### src/hdl/itoa_pkg.sv
// itoa_pkg: shared types, constants and the digit table for the integer to
// ASCII digit converter. No dependencies.
`default_nettype none
package itoa_pkg;

  // Conversion kinds
  localparam logic [2:0] KIND_HEX64 = 3'd0;
  localparam logic [2:0] KIND_SDEC  = 3'd1;
  localparam logic [2:0] KIND_UDEC  = 3'd2;
  localparam logic [2:0] KIND_HEXL  = 3'd3;
  localparam logic [2:0] KIND_HEXU  = 3'd4;

  localparam int MAX_DIGITS = 16;
  localparam int CNT_W      = $clog2(MAX_DIGITS + 1);

  // 2^35 / 10 rounded up: exact quotient for any 32-bit dividend
  localparam logic [31:0] RECIP10 = 32'hCCCC_CCCD;

  localparam logic [7:0] DIGIT_CHARS [32] = '{
    8'h30, 8'h31, 8'h32, 8'h33, 8'h34, 8'h35, 8'h36, 8'h37,
    8'h38, 8'h39, 8'h61, 8'h62, 8'h63, 8'h64, 8'h65, 8'h66,
    8'h30, 8'h31, 8'h32, 8'h33, 8'h34, 8'h35, 8'h36, 8'h37,
    8'h38, 8'h39, 8'h41, 8'h42, 8'h43, 8'h44, 8'h45, 8'h46
  };

  // Microprogram addresses; emit sits at the top so its fall-through wraps
  // to the accept step
  localparam int STEP_W = 3;
  localparam logic [STEP_W-1:0] STEP_ACCEPT  = 3'd0;
  localparam logic [STEP_W-1:0] STEP_DISPAT  = 3'd1;
  localparam logic [STEP_W-1:0] STEP_MUL     = 3'd2;
  localparam logic [STEP_W-1:0] STEP_REM     = 3'd3;
  localparam logic [STEP_W-1:0] STEP_DECDONE = 3'd4;
  localparam logic [STEP_W-1:0] STEP_HEX     = 3'd6;
  localparam logic [STEP_W-1:0] STEP_EMIT    = 3'd7;

  typedef enum logic [2:0] {
    OP_NOP, OP_ACCEPT, OP_HEX, OP_MUL, OP_REM, OP_EMIT
  } op_t;

  typedef enum logic [2:0] {
    C_NEXT, C_ALWAYS, C_NO_TAKE, C_HEX, C_MORE_HEX, C_MORE_DEC, C_NOT_DONE
  } cond_t;

  typedef struct packed {
    op_t               op;
    cond_t             cond;
    logic [STEP_W-1:0] target;
  } ctrl_t;

  typedef struct packed {
    logic take;      // request accepted with a known kind
    logic is_hex;
    logic more_hex;
    logic more_dec;
    logic done;      // final character taken
  } stat_t;

  typedef struct packed {
    logic [2:0]  req_type;
    logic [63:0] value;
  } in_req_t;

  typedef struct packed {
    logic [7:0] char_code;
    logic       last;
  } out_req_t;

  function automatic logic [7:0] digit_char(input logic upper, input logic [3:0] d);
    return DIGIT_CHARS[{upper, d}];
  endfunction

endpackage
`default_nettype wire

### src/hdl/integer_to_ascii_digits_top.sv
// integer_to_ascii_digits_top: top level of the integer to ASCII digit
// converter. Depends on itoa_pkg, itoa_useq and itoa_dp.
//
// Usage
// - Input channel (in_valid/in_ready/in_data): one request carries a kind
//   (hex64, signed dec32 magnitude, unsigned dec32, hex32 lower/upper) and a
//   64-bit value. in_ready is high only while the sequencer sits at its
//   accept step; a request of an unknown kind (5..7) is taken and dropped.
// - Output channel (out_valid/out_ready/out_data): one ASCII digit per
//   transfer, most significant first, no leading zeros; zero gives '0'.
//   out_data.last marks the final digit.
// - Sequence: an accept step, a dispatch step, then one hex step per hex
//   digit, or two steps per decimal digit (reciprocal multiply, then
//   remainder) plus one closing step. Digits then leave at one per cycle
//   while out_ready is high.
// - One request at a time: a new request is taken in the cycle after the
//   last digit is delivered.
// - A receiver stall holds out_valid and the current digit steady.
// - Synchronous reset (rst_n low) returns the sequencer to its accept step.
`default_nettype none
module integer_to_ascii_digits_top (
  input  wire logic               clk,
  input  wire logic               rst_n,
  input  wire logic               in_valid,
  output      logic               in_ready,
  input  wire itoa_pkg::in_req_t  in_data,
  output      logic               out_valid,
  input  wire logic               out_ready,
  output itoa_pkg::out_req_t      out_data
);
  import itoa_pkg::*;

  ctrl_t ctrl;
  stat_t stat;

  // microcode sequencer: step counter plus control ROM
  itoa_useq u_useq (
    .clk   (clk),
    .rst_n (rst_n),
    .stat  (stat),
    .ctrl  (ctrl)
  );

  // datapath: magnitude, divide-by-ten, digit shift register, count
  itoa_dp u_dp (
    .clk       (clk),
    .rst_n     (rst_n),
    .ctrl      (ctrl),
    .in_valid  (in_valid),
    .in_data   (in_data),
    .out_ready (out_ready),
    .out_data  (out_data),
    .stat      (stat)
  );

  // handshakes come straight from the current control word
  assign in_ready  = (ctrl.op == OP_ACCEPT);
  assign out_valid = (ctrl.op == OP_EMIT);

endmodule
`default_nettype wire

### src/hdl/itoa_useq.sv
// itoa_useq: step counter and microprogram ROM with conditional jumps.
// Depends on itoa_pkg.
`default_nettype none
module itoa_useq (
  input  wire logic           clk,
  input  wire logic           rst_n,
  input  wire itoa_pkg::stat_t stat,
  output itoa_pkg::ctrl_t     ctrl
);
  import itoa_pkg::*;

  logic [STEP_W-1:0] pc_r, pc_nxt;
  logic              jump;

  // microprogram
  always_comb begin
    case (pc_r)
      STEP_ACCEPT:  ctrl = '{OP_ACCEPT, C_NO_TAKE,  STEP_ACCEPT};
      STEP_DISPAT:  ctrl = '{OP_NOP,    C_HEX,      STEP_HEX};
      STEP_MUL:     ctrl = '{OP_MUL,    C_NEXT,     STEP_REM};
      STEP_REM:     ctrl = '{OP_REM,    C_MORE_DEC, STEP_MUL};
      STEP_DECDONE: ctrl = '{OP_NOP,    C_ALWAYS,   STEP_EMIT};
      STEP_HEX:     ctrl = '{OP_HEX,    C_MORE_HEX, STEP_HEX};
      STEP_EMIT:    ctrl = '{OP_EMIT,   C_NOT_DONE, STEP_EMIT};
      default:      ctrl = '{OP_NOP,    C_ALWAYS,   STEP_ACCEPT};
    endcase
  end

  always_comb begin
    case (ctrl.cond)
      C_NEXT:     jump = 1'b0;
      C_ALWAYS:   jump = 1'b1;
      C_NO_TAKE:  jump = !stat.take;
      C_HEX:      jump = stat.is_hex;
      C_MORE_HEX: jump = stat.more_hex;
      C_MORE_DEC: jump = stat.more_dec;
      C_NOT_DONE: jump = !stat.done;
      default:    jump = 1'b1;
    endcase
    pc_nxt = jump ? ctrl.target : pc_r + 1'b1;
  end

  always_ff @(posedge clk) begin
    if (!rst_n) begin
      pc_r <= STEP_ACCEPT;
    end else begin
      pc_r <= pc_nxt;
    end
  end

endmodule
`default_nettype wire

### src/hdl/itoa_dp.sv
// itoa_dp: magnitude, quotient and digit registers driven by the control word.
// Depends on itoa_pkg.
`default_nettype none
module itoa_dp (
  input  wire logic              clk,
  input  wire logic              rst_n,
  input  wire itoa_pkg::ctrl_t   ctrl,
  input  wire logic              in_valid,
  input  wire itoa_pkg::in_req_t in_data,
  input  wire logic              out_ready,
  output itoa_pkg::out_req_t     out_data,
  output itoa_pkg::stat_t        stat
);
  import itoa_pkg::*;

  logic [63:0]      mag_r, mag_nxt;
  logic [63:0]      digs_r, digs_nxt;   // digits, most significant in top nibble
  logic [28:0]      q_r, q_nxt;
  logic [CNT_W-1:0] n_r, n_nxt;
  logic             hex_r, hex_nxt;
  logic             upper_r, upper_nxt;
  logic             kind_ok;
  logic [31:0]      low, neg_low;
  logic [63:0]      prod;
  logic [31:0]      q_x10;
  logic [31:0]      rem_full;

  assign low     = in_data.value[31:0];
  assign neg_low = ~low + 32'd1;
  assign kind_ok = in_data.req_type inside {KIND_HEX64, KIND_SDEC, KIND_UDEC,
                                            KIND_HEXL, KIND_HEXU};
  assign prod     = mag_r[31:0] * RECIP10;
  assign q_x10    = {q_r, 3'b000} + {2'b00, q_r, 1'b0};
  assign rem_full = mag_r[31:0] - q_x10;

  always_comb begin
    mag_nxt   = mag_r;
    digs_nxt  = digs_r;
    q_nxt     = q_r;
    n_nxt     = n_r;
    hex_nxt   = hex_r;
    upper_nxt = upper_r;
    case (ctrl.op)
      OP_ACCEPT: begin
        n_nxt     = '0;
        hex_nxt   = in_data.req_type inside {KIND_HEX64, KIND_HEXL, KIND_HEXU};
        upper_nxt = (in_data.req_type == KIND_HEXU);
        if (in_data.req_type == KIND_HEX64) begin
          mag_nxt = in_data.value;
        end else if (in_data.req_type == KIND_SDEC && low[31]) begin
          mag_nxt = {32'd0, neg_low};
        end else begin
          mag_nxt = {32'd0, low};
        end
      end
      OP_HEX: begin
        digs_nxt = {mag_r[3:0], digs_r[63:4]};
        mag_nxt  = {4'd0, mag_r[63:4]};
        n_nxt    = n_r + 1'b1;
      end
      OP_MUL: begin
        q_nxt = prod[63:35];
      end
      OP_REM: begin
        digs_nxt = {rem_full[3:0], digs_r[63:4]};
        mag_nxt  = {35'd0, q_r};
        n_nxt    = n_r + 1'b1;
      end
      OP_EMIT: begin
        if (out_ready) begin
          digs_nxt = {digs_r[59:0], 4'd0};
          n_nxt    = n_r - 1'b1;
        end
      end
      default: begin
      end
    endcase
  end

  always_ff @(posedge clk) begin
    if (!rst_n) begin
      n_r <= '0;
    end else begin
      n_r <= n_nxt;
    end
  end

  always_ff @(posedge clk) begin
    mag_r   <= mag_nxt;
    digs_r  <= digs_nxt;
    q_r     <= q_nxt;
    hex_r   <= hex_nxt;
    upper_r <= upper_nxt;
  end

  assign out_data.char_code = digit_char(upper_r, digs_r[63:60]);
  assign out_data.last      = (n_r == CNT_W'(1));

  assign stat.take     = in_valid && kind_ok;
  assign stat.is_hex   = hex_r;
  assign stat.more_hex = (mag_r[63:4] != 60'd0);
  assign stat.more_dec = (q_r != 29'd0);
  assign stat.done     = out_ready && out_data.last;

endmodule
`default_nettype wire

### config.mk
export PLATFORM = sky130hd
export DESIGN_NAME = integer_to_ascii_digits_top
export DESIGN_NICKNAME = d
export VERILOG_FILES = /design/src/hdl/itoa_pkg.sv /design/src/hdl/integer_to_ascii_digits_top.sv /design/src/hdl/itoa_useq.sv /design/src/hdl/itoa_dp.sv
export SDC_FILE = /design/constraint.sdc
export NUM_CORES = 1
export LEC_CHECK = 0
export ABC_CLOCK_PERIOD_IN_PS = 6600
export BUFFER_PORTS_ARGS = -buffer_cell sky130_fd_sc_hd__buf_2
export CORE_UTILIZATION = 59
export CTS_CLUSTER_DIAMETER = 60
export CTS_CLUSTER_SIZE = 8
export DETAILED_ROUTE_END_ITERATION = 8
export PLACE_DENSITY = 0.79
export SETUP_SLACK_MARGIN = 0.15
export SLEW_MARGIN = 20
export SYNTH_ARGS = -nofsm -noshare
export SYNTH_HDL_FRONTEND = slang
export SYNTH_SLANG_ARGS = --single-unit
### constraint.sdc
create_clock -name clk -period 6.6 [get_ports clk]
set_input_delay 0.66 -clock clk [delete_from_list [all_inputs] [get_ports clk]]
set_output_delay 0.66 -clock clk [all_outputs]
set_load 0.02 [all_outputs]
==> metrics, run 1 <==
status=finished, violations left; failing checks=negative setup slack; clock tree from TritonCTS=built; WL/cell=between 20 and 25 um; root buffer cell=clkbuf_16; largest cells by area after synthesis=fa_1 (31%), edfxtp_1 (19%), ha_1 (19%); count leader, synth=inv_1; fraction of layout cells with a size suffix above 1=21.5%; top_reg_cell synth=edfxtp_1; IO Count=a little over 80; drt first pass iters=6; setup TNS=-14,960 ps; depth of the CTS H-tree=4; top cell type's share of synthesized area=31.3%; Worst Hold Depth=2; Fill cells=approximately 3,000; flop-to-flop setup slack=-890 ps; Slew HR=27.3%; number of clock sinks=167; die width=207 um; Cell variety after synth=70; Max Cap Violations=0; clock-pin slew on the worst setup and hold paths=roughly 70 ps; RSZ-0062 raised after global routing=true; Worst R2R Path Depth=28; Slowest-stage cell, CP=fa_1; crit path time final=around 7500 ps; PortBufs=80; Reg2Reg Launch Point=u_dp.mag_r[21]; fin crit share=113%; Clk Latency, worst-skew pair=roughly 450 ps; cell count after synthesis=between 2,000 and 2,500; Crit path top cell by count=fa_1; synth cell count leaders=inv_1 (569), fa_1 (386), ha_1 (378); final setup fails=26; final WL=between 70 and 80 mm; vias=19,067; area grow syn2layout=19.5%; number of nets in the layout=3,538; Setup Skew=14.3 ps; EDFF count, synth=about 160; routed vias/inst=roughly 6; Vert. Die Dim=between 200 and 250 um; hold_sp=in_data[60]; drt drc=0; Reg-to-Reg End=u_dp.q_r[12]; Bufs on Longest Clock Path=2; Max stage delay on crit path=between 500 and 600 ps; mapped cell area=24,700 um^2; Max Slew Vio Count=0; 1st-iter DRT viols=roughly 1,800; Synth area leader=fa_1; antenna-violating nets left=0; Final Hold Vio Count=0; crit-path max FO=5; vias in the first global route=about 20,000; Critical Path RT=6790 ps; All-Layer GR Usage=a little over a third; Initial Util=between 60% and 70%; Worst-Margin Slew=1090 ps; synthesized area per cell=~11 um^2; DP HPWL=approximately 63 mm; first-pass GRT wire length=approximately 110 mm; register bit count reported by yosys=roughly 170; CTS Buf Count=17; FP Rows=74; crit end category=register; post-synthesis sequential area ratio=between 10% and 20%; gpl congestion=about 1.1; ys async rst share=0%; Final Worst Setup Slack=-886 ps; Crit Path Class=register to register; Critical Path Source=u_dp.mag_r[21]; total grt overflow=0; initial antenna violation count=0; min-delay worst type=primary input to register; Setup crit end=u_dp.q_r[12]; Die ar.=between 40,000 and 50,000 um^2; CP Data Arrival Time=7680 ps; fmax=between 100 and 150 MHz; largest net degree at the start of global routing=65; core area=between 40,000 and 50,000 um^2; Syn. warnings=0; CP startpoint kind=register; worst hold slack=slightly below 500 ps; syn nets=3,140
[worst min path at each step]
stage / to / slack [ps]
after global routing: u_dp.mag_r[60] / 470
after detailed placement: u_dp.digs_r[6] / 540
final: u_dp.mag_r[60] / 490
after CTS: u_dp.mag_r[62] / 470
after floorplan: u_dp.digs_r[4] / 510
after global placement: u_dp.digs_r[7] / 520
[layout by cell type (no fill, tap or decap), drive strengths merged, types with 5 or more instances in the layout]
master  count
a21oi      73
nand4      23
a211oi      8
o21ai      77
xor2       61
a21o       36
nor2b      11
o211ai      5
a31oi      11
nor3       16
a22oi      32
o21a        7
dfxtp       8
and2       20
fa        386
nor2       45
or3         9
nand2      51
edfxtp    159
nand3      19
and3        5
buf       437
ha        378
nand2b      8
a22o       84
clkbuf     19
or4         5
nor4       19
inv       574
o31ai      10
xnor2      51
[sequential cells by signal (all words and copies together), names as in the netlist]
signal,count
u_dp.mag_r,64
u_dp.hex_r,1
u_dp.upper_r,1
u_dp.q_r,29
u_useq.pc_r,3
u_dp.digs_r,64
u_dp.n_r,5
[critical path: cells and delay by family (launching register included)]
kind                       cells  cell delay [ps]
adders and majority gates      9             3890
AOI/OAI and AO/OA              6             1420
buffers and inverters         11              920
DFF                            1              510
and+or+nand+nor                1              410
xor gates and xnor gates       1               60
[kinds of logic (layout without fill, tap and decap cells)]
family	count (synthesis)	count (layout)	share of synthesized area (%)
AO/OA/AOI/OAI	385	385	10.8
XOR/XNOR	112	112	3.97
AND/OR/NAND/NOR	244	244	5.14
multiplexers	4	4	0.162
buffers and inverters	628	1039	9.56
adder cells (fa/ha/maj)	764	764	50.4
flip-flops	167	167	20.0
other	1	2	0.0152
[area by class of cell]
cell class              instances  area [um^2]  area share (%)
flip-flops and latches        167         4930            16.7
diodes                          1         2.50         0.00847
clock inverters                13          160           0.542
inverters                     570         2150            7.26
clock buffers                  19          433            1.47
well taps                     532          666            2.25
multi-input cells            1510        18100            61.2
repair buffers                437         3130            10.6
[what timing repair did]
action	4_1_cts	5_1_grt
pin swaps	18	28
buffers inserted	12	22
hold buffers	0	0
gates cloned	0	0
resized for setup	36	49
setup endpoints to repair	29	29
[per-layer routing]
layer | GRT usage, % | vias up | wire length (um)
met4 | 21.7 | 0 | 5180
met5 | 0 | - | 0
met2 | 59.9 | 815 | 36400
met1 | 42.5 | 9593 | 27900
met3 | 6.12 | 256 | 4850
li1 | - | 8403 | -
[stage by stage]
| stage | util [%] | setup WS (ps) | std cells | area [um^2] |
|---|---|---|---|---|
| detailed placement | 68.8 | -1060 | 3182 | 28300 |
| floorplan | - | -441 | 2305 | 25000 |
| global placement | 68.8 | -985 | 3182 | 28300 |
| CTS | 70.9 | -804 | 3226 | 29100 |
| global route | 71.8 | -1060 | 3248 | 29500 |
| finish | 71.9 | -886 | 3249 | 29500 |
Power of run 1 is left out: the tool's default activity adds up to more than one toggle a clock period on the data nets, which glitch-free logic cannot reach.
==> run 2: changes to the inputs <==
Settings changed: ABC_CLOCK_PERIOD_IN_PS 6600 to 7500, CORE_UTILIZATION 59 to 65, PLACE_DENSITY 0.79 to 0.83.
Clock period 6.6 ns to 7.5 ns, I/O delays scaled along.
==> run 2 against run 1 <==
  * Cell count decreased by 5.0%
  * Highest routed layer unchanged
  * Flip-flop and latch count unchanged
  * The flow still finishes with violations (negative setup slack)
  * Final area fell by 4.6%
  * Setup slack better by 840 ps
  * Worst hold slack gained 66 ps
  * Clock skew hardly changed
  * Critical path type unchanged
==> metrics, run 2 (synthesis results as in run 1) <==
crit end category=register; total grt overflow=0 (unchanged); number of nets in the layout=3,397 (-4.0%); Setup Skew=14.5 ps (+0.235 ps); vias=18,484 (-3.1%); Bufs on Longest Clock Path=2 (unchanged); area grow syn2layout=14.0%; CTS Buf Count=17 (unchanged); Max Slew Vio Count=0 (unchanged); Critical Path RT=7680 ps (+890 ps); most common cell after layout, fill and taps aside=inv_1; core area=37,600 um^2 (-8.6%); Crit Path Class=register to register; gpl congestion=1.06 (-0.68%); die width=197 um (-4.7%); drt drc=0 (unchanged); Setup WS pre-CTS=-222 ps (+843 ps); most frequent cells in the layout=inv_1 (557), fa_1 (384), ha_1 (356), buf_4 (212), edfxtp_1 (159); first-pass GRT wire length=108 mm (-2.7%); largest net degree at the start of global routing=65 (unchanged); cts hold-fix bufs=0 (unchanged); final setup fails=6 (-77%); drt first pass iters=6 (unchanged); CP startpoint kind=register; fraction of layout cells with a size suffix above 1=15.7% (-5.8 points); 1st-iter DRT viols=1,504 (-14%); CP Data Arrival Time=7730 ps (+50 ps); met2 Track Usage GR=64.0% (+4.1 points); IO Count=82 (unchanged); Final Worst Setup Slack=-45.1 ps (+841 ps); hold_sp=u_dp.n_r[4]; final WL=71.1 mm (-4.2%); Initial Util=65.8% (+5.7 points); met3 Use GR=5.26% (-0.86 points); fin crit share=101% (-13 points); crit path time final=7550 ps (+59.5 ps); vias in the first global route=19,499 (-3.1%); FP Rows=71 (-4.1%); Worst Hold Depth=2 (unchanged); depth of the CTS H-tree=4 (unchanged); Slew HR=31.4% (+4.1 points); antenna-violating nets left=0 (unchanged); WL/cell=23.1 um (+0.85%); clock-pin slew on the worst setup and hold paths=80 ps (about the same); biggest regs=u_dp.digs_r x64, u_dp.mag_r x64, u_dp.q_r x29; crit-path max FO=4 (-1); clock tree from TritonCTS=built; fmax=133 MHz (-0.79%); routed vias/inst=5.99 (+2.1%); Slowest-stage cell, CP=edfxtp_1; Reg2Reg Launch Point=u_dp.mag_r[21]; M1 GR Usage=46.3% (+3.8 points); Die ar.=38,800 um^2 (-9.1%); number of clock sinks=167 (unchanged); Final Hold Vio Count=0 (unchanged); flop-to-flop setup slack=-50 ps (+840 ps); Vert. Die Dim=197 um (-4.7%); Clk Latency, worst-skew pair=450 ps (about the same); status=finished, violations left; Max Cap Violations=0 (unchanged); PortBufs=80 (unchanged); Worst R2R Path Depth=28 (unchanged); Fill cells=2,550 (-13%); global routing's busiest layer=met2; min-delay worst type=register to register; Worst-Margin Slew=1030 ps (-64.9 ps); Reg-to-Reg End=u_dp.q_r[20]; WHS Endpoint=u_dp.n_r[4]; failing checks=negative setup slack; Crit path top cell by count=fa_1; root buffer cell=clkbuf_16; All-Layer GR Usage=37.6% (+2.1 points); RSZ-0062 raised after global routing=true; Max stage delay on crit path=530 ps (about the same); DP HPWL=60.0 mm (-4.9%); initial antenna violation count=0 (unchanged); Inserted Diodes=0 (-1)
## run 2: cell count changes in the layout (fill, tap and decap cells not counted), moves of 6 or more
cell,change
buf_4,-134
fa_1,+10
fa_2,-10
ha_1,+8
inv_1,+7
buf_6,-6
o21ai_0,+6
## run 2: how the worst max path moves through the flow
stage,start,to,cells after the start
2_1_floorplan,u_dp.mag_r[19],u_dp.q_r[28],25
3_3_place_gp,u_dp.mag_r[16],u_dp.q_r[28],25
3_5_place_dp,u_dp.mag_r[21],u_dp.q_r[28],26
4_1_cts,u_dp.mag_r[20],u_dp.q_r[13],26
5_1_grt,u_dp.mag_r[21],u_dp.q_r[26],27
6_report,u_dp.mag_r[21],u_dp.q_r[20],28
## run 2: area by class of cell
class                   count  area [um^2]  share of cell area [%]
repair buffers            296         2040                    7.23
multi-input cells        1510        17900                    63.4
flip-flops and latches    167         4930                    17.5
inverters                 570         2140                    7.59
clock buffers              18          429                    1.52
well taps                 511          639                    2.27
clock inverters            13          139                   0.493
## run 2: routing by layer
metal  vias to the layer above  wire length, um
met5                         -                0
li1                       8108                -
met3                       243             4880
met4                         0             4830
met2                       859            34900
met1                      9274            26500
## run 2: worst max-delay path: cells and delay by family (launching register included)
kind | cells | cell delay [ps]
compound gates | 8 | 1580
fa+ha+maj | 9 | 3850
flops | 1 | 530
simple gates | 1 | 450
buf+inv | 9 | 760
xor+xnor | 1 | 70
## run 2: what timing repair did
item | CTS | global route
resized for setup | 39 | 41
setup endpoints to repair | 14 | 21
buffers inserted | 9 | 8
pin swaps | 24 | 24
cloned | 0 | 0
## run 2: through the flow
stage | area, um^2 | hold slack [ps] | utilization [%] | std cells | setup TNS (ps)
3_5_place_dp | 27100 | 519 | 72.0 | 3037 | -1430
3_3_place_gp | 27100 | 521 | 72.0 | 3037 | -455
4_1_cts | 27900 | 558 | 74.3 | 3077 | 0
5_1_grt | 28200 | 564 | 75.0 | 3085 | -1450
2_1_floorplan | 24700 | 512 | - | 2305 | 0
6_report | 28200 | 557 | 75.0 | 3085 | -158
Power of run 2 is left out for the same reason.
==> run 3: changes to the inputs <==
Settings changed: MAX_ROUTING_LAYER from default to met4.
==> run 3 against run 2 <==
  * The flow still finishes with violations (negative setup slack)
  * Final area grew 0.41%
  * Via count grew 0.67%
  * Wire length grew 1.0%
  * Critical path depth shrank 4
  * Cell count grew 0.49%
  * Utilization grew 0.31 points
  * Non-clock buffer count grew 14
  * Die area is the same
  * First-iteration DRC count grew 9.6%
  * Critical path type unchanged
==> metrics, run 3 (synthesis results as in run 1) <==
status=finished, violations left; crit path time final=7520 ps (-27.7 ps); Final Hold Vio Count=0 (unchanged); FP Rows=71 (unchanged); first-pass GRT wire length=109 mm (+1.2%); clock tree from TritonCTS=built; worst hold slack=544 ps (-13.1 ps); Initial Util=65.8% (unchanged); most common cell after layout, fill and taps aside=inv_1; WL/cell=23.2 um (+0.52%); vias in the first global route=19,662 (+0.84%); gpl congestion=1.11 (+5.3%); Die ar.=38,800 um^2 (unchanged); area grow syn2layout=14.5%; final core utilization=75.3% (+0.31 points); initial antenna violation count=0 (unchanged); Crit path buffers/inverters=3 (-6); Worst-Margin Slew=1040 ps (+12.6 ps); Critical Path RT=7680 ps (about the same); depth of the CTS H-tree=4 (unchanged); IO Count=82 (unchanged); Max Slew Vio Count=0 (unchanged); most frequent cells in the layout=inv_1 (556), fa_1 (381), ha_1 (357), buf_4 (225), edfxtp_1 (159); Setup Skew=12.6 ps (-1.90 ps); crit end category=register; critical path's top delay family=adder cells; 1st-iter DRT viols=1,649 (+9.6%); core area=37,600 um^2 (unchanged); All-Layer GR Usage=39.3% (+1.7 points); clock-pin slew on the worst setup and hold paths=70 ps (about the same); antenna-violating nets left=0 (unchanged); placed cell count=3,046 (+0.30%); final setup fails=3 (-3); CTS Buf Count=17 (unchanged); CP startpoint kind=register; Slowest-stage cell, CP=fa_1; Crit Path Class=register to register; final instance area=28,300 um^2 (+0.41%); biggest regs=u_dp.digs_r x64, u_dp.mag_r x64, u_dp.q_r x29; cts hold-fix bufs=0 (unchanged); Vert. Die Dim=197 um (unchanged); min-delay worst type=register to register; Slew HR=30.5% (-0.84 points); Placement Cell Area=27,100 um^2 (+0.25%); drt first pass iters=6 (unchanged); Bufs on Longest Clock Path=2 (unchanged); CP cell instances=ha_1 > xor2_1 > ha_1 > or2_2 > fa_1 > fa_2 > fa_2 > fa_2 > fa_1 > inv_1 > fa_1 > inv_1 > ha_4 > a21oi_2 > o2111ai_2 > o21ai_2 > o311ai_2 > or3_4 > a221o_2 > a211oi_4 > buf_6 > o311ai_4 > a21oi_2 > xnor2_1; fmax=133 MHz (+0.37%); flop-to-flop setup slack=-20 ps (+30 ps); routed vias/inst=6.00 (+0.18%); Inserted Diodes=0 (unchanged); Fill cells=2,536 (-0.55%); crit-path max FO=5 (+1); number of clock sinks=167 (unchanged); die width=197 um (unchanged); Max stage delay on crit path=630 ps (+100 ps); fraction of layout cells with a size suffix above 1=16.3% (+0.60 points); failing checks=negative setup slack; drt drc=0 (unchanged); root buffer cell=clkbuf_16; largest net degree at the start of global routing=65 (unchanged); PortBufs=80 (unchanged); RSZ-0062 raised after global routing=true; DP HPWL=60.5 mm (+0.86%); CP Data Arrival Time=7700 ps (-30 ps); vias=18,608 (+0.67%); fin crit share=100% (-0.37 points); total grt overflow=0 (unchanged); Clk Latency, worst-skew pair=450 ps (about the same); number of nets in the layout=3,411 (+0.41%); Final Worst Setup Slack=-17.4 ps (+27.7 ps); final WL=71.9 mm (+1.0%); final cell count without fillers=3,100 (+0.49%); Max Cap Violations=0 (unchanged)
==> run 3: cell types whose count changed in the layout (fill, tap and decap cells not counted), sizes merged <==
cell | previous run | this run
clkbuf | 18 | 17
clkinv | 3 | 5
bufinv | 1 | 2
inv | 576 | 577
buf | 296 | 310
clkinvlp | 3 | 1
==> run 3: worst paths after layout <==
check                 startpoint        endpoint  cells after the start
setup / recovery   u_dp.mag_r[1]    u_dp.q_r[28]                     24
hold / removal    u_dp.digs_r[3]  u_dp.digs_r[7]                      1
setup reg to reg   u_dp.mag_r[1]    u_dp.q_r[28]                     24
hold reg to reg   u_dp.digs_r[3]  u_dp.digs_r[7]                      1
==> run 3: metrics by stage <==
stage,worst slack (ps),setup TNS [ps]
2_1_floorplan,259,0
3_3_place_gp,-136,-616
3_5_place_dp,-266,-2250
4_1_cts,50.0,0
5_1_grt,-183,-1530
6_report,-17.4,-25.5
==> run 3: area by class of cell <==
cell class | count | area, um^2 | share of cell area, %
clock inverters | 15 | 183 | 0.645
inverters | 570 | 2140 | 7.57
well taps | 511 | 639 | 2.26
clock buffers | 17 | 425 | 1.50
flip-flops and latches | 167 | 4930 | 17.4
multi-input cells | 1510 | 17800 | 63.0
repair buffers | 310 | 2150 | 7.58
==> run 3: timing repair <==
item / CTS / global route
resized for setup: 33 / 48
endpoints found under the hold margin: 0 / 0
setup endpoints to repair: 16 / 21
pin swaps: 24 / 26
buffers inserted: 8 / 14
cloned: 0 / 0
==> run 3: worst reg2reg max path: cells and delay by family, from the launching register on <==
family	cells	cell delay [ps]
adders and majority gates	9	3930
AOI/OAI and AO/OA	8	1580
and+or+nand+nor	2	780
DFF	1	440
buffers and inverters	3	270
xor gates and xnor gates	2	250
==> run 3: routing by layer <==
metal	track usage (%)	up-vias	routed length [um]
met5	-	-	0
met2	62.9	906	34400
met3	5.58	262	5060
met1	47.3	9298	26800
met4	24.6	0	5520
li1	-	8142	-
Power of run 3 is left out for the same reason.
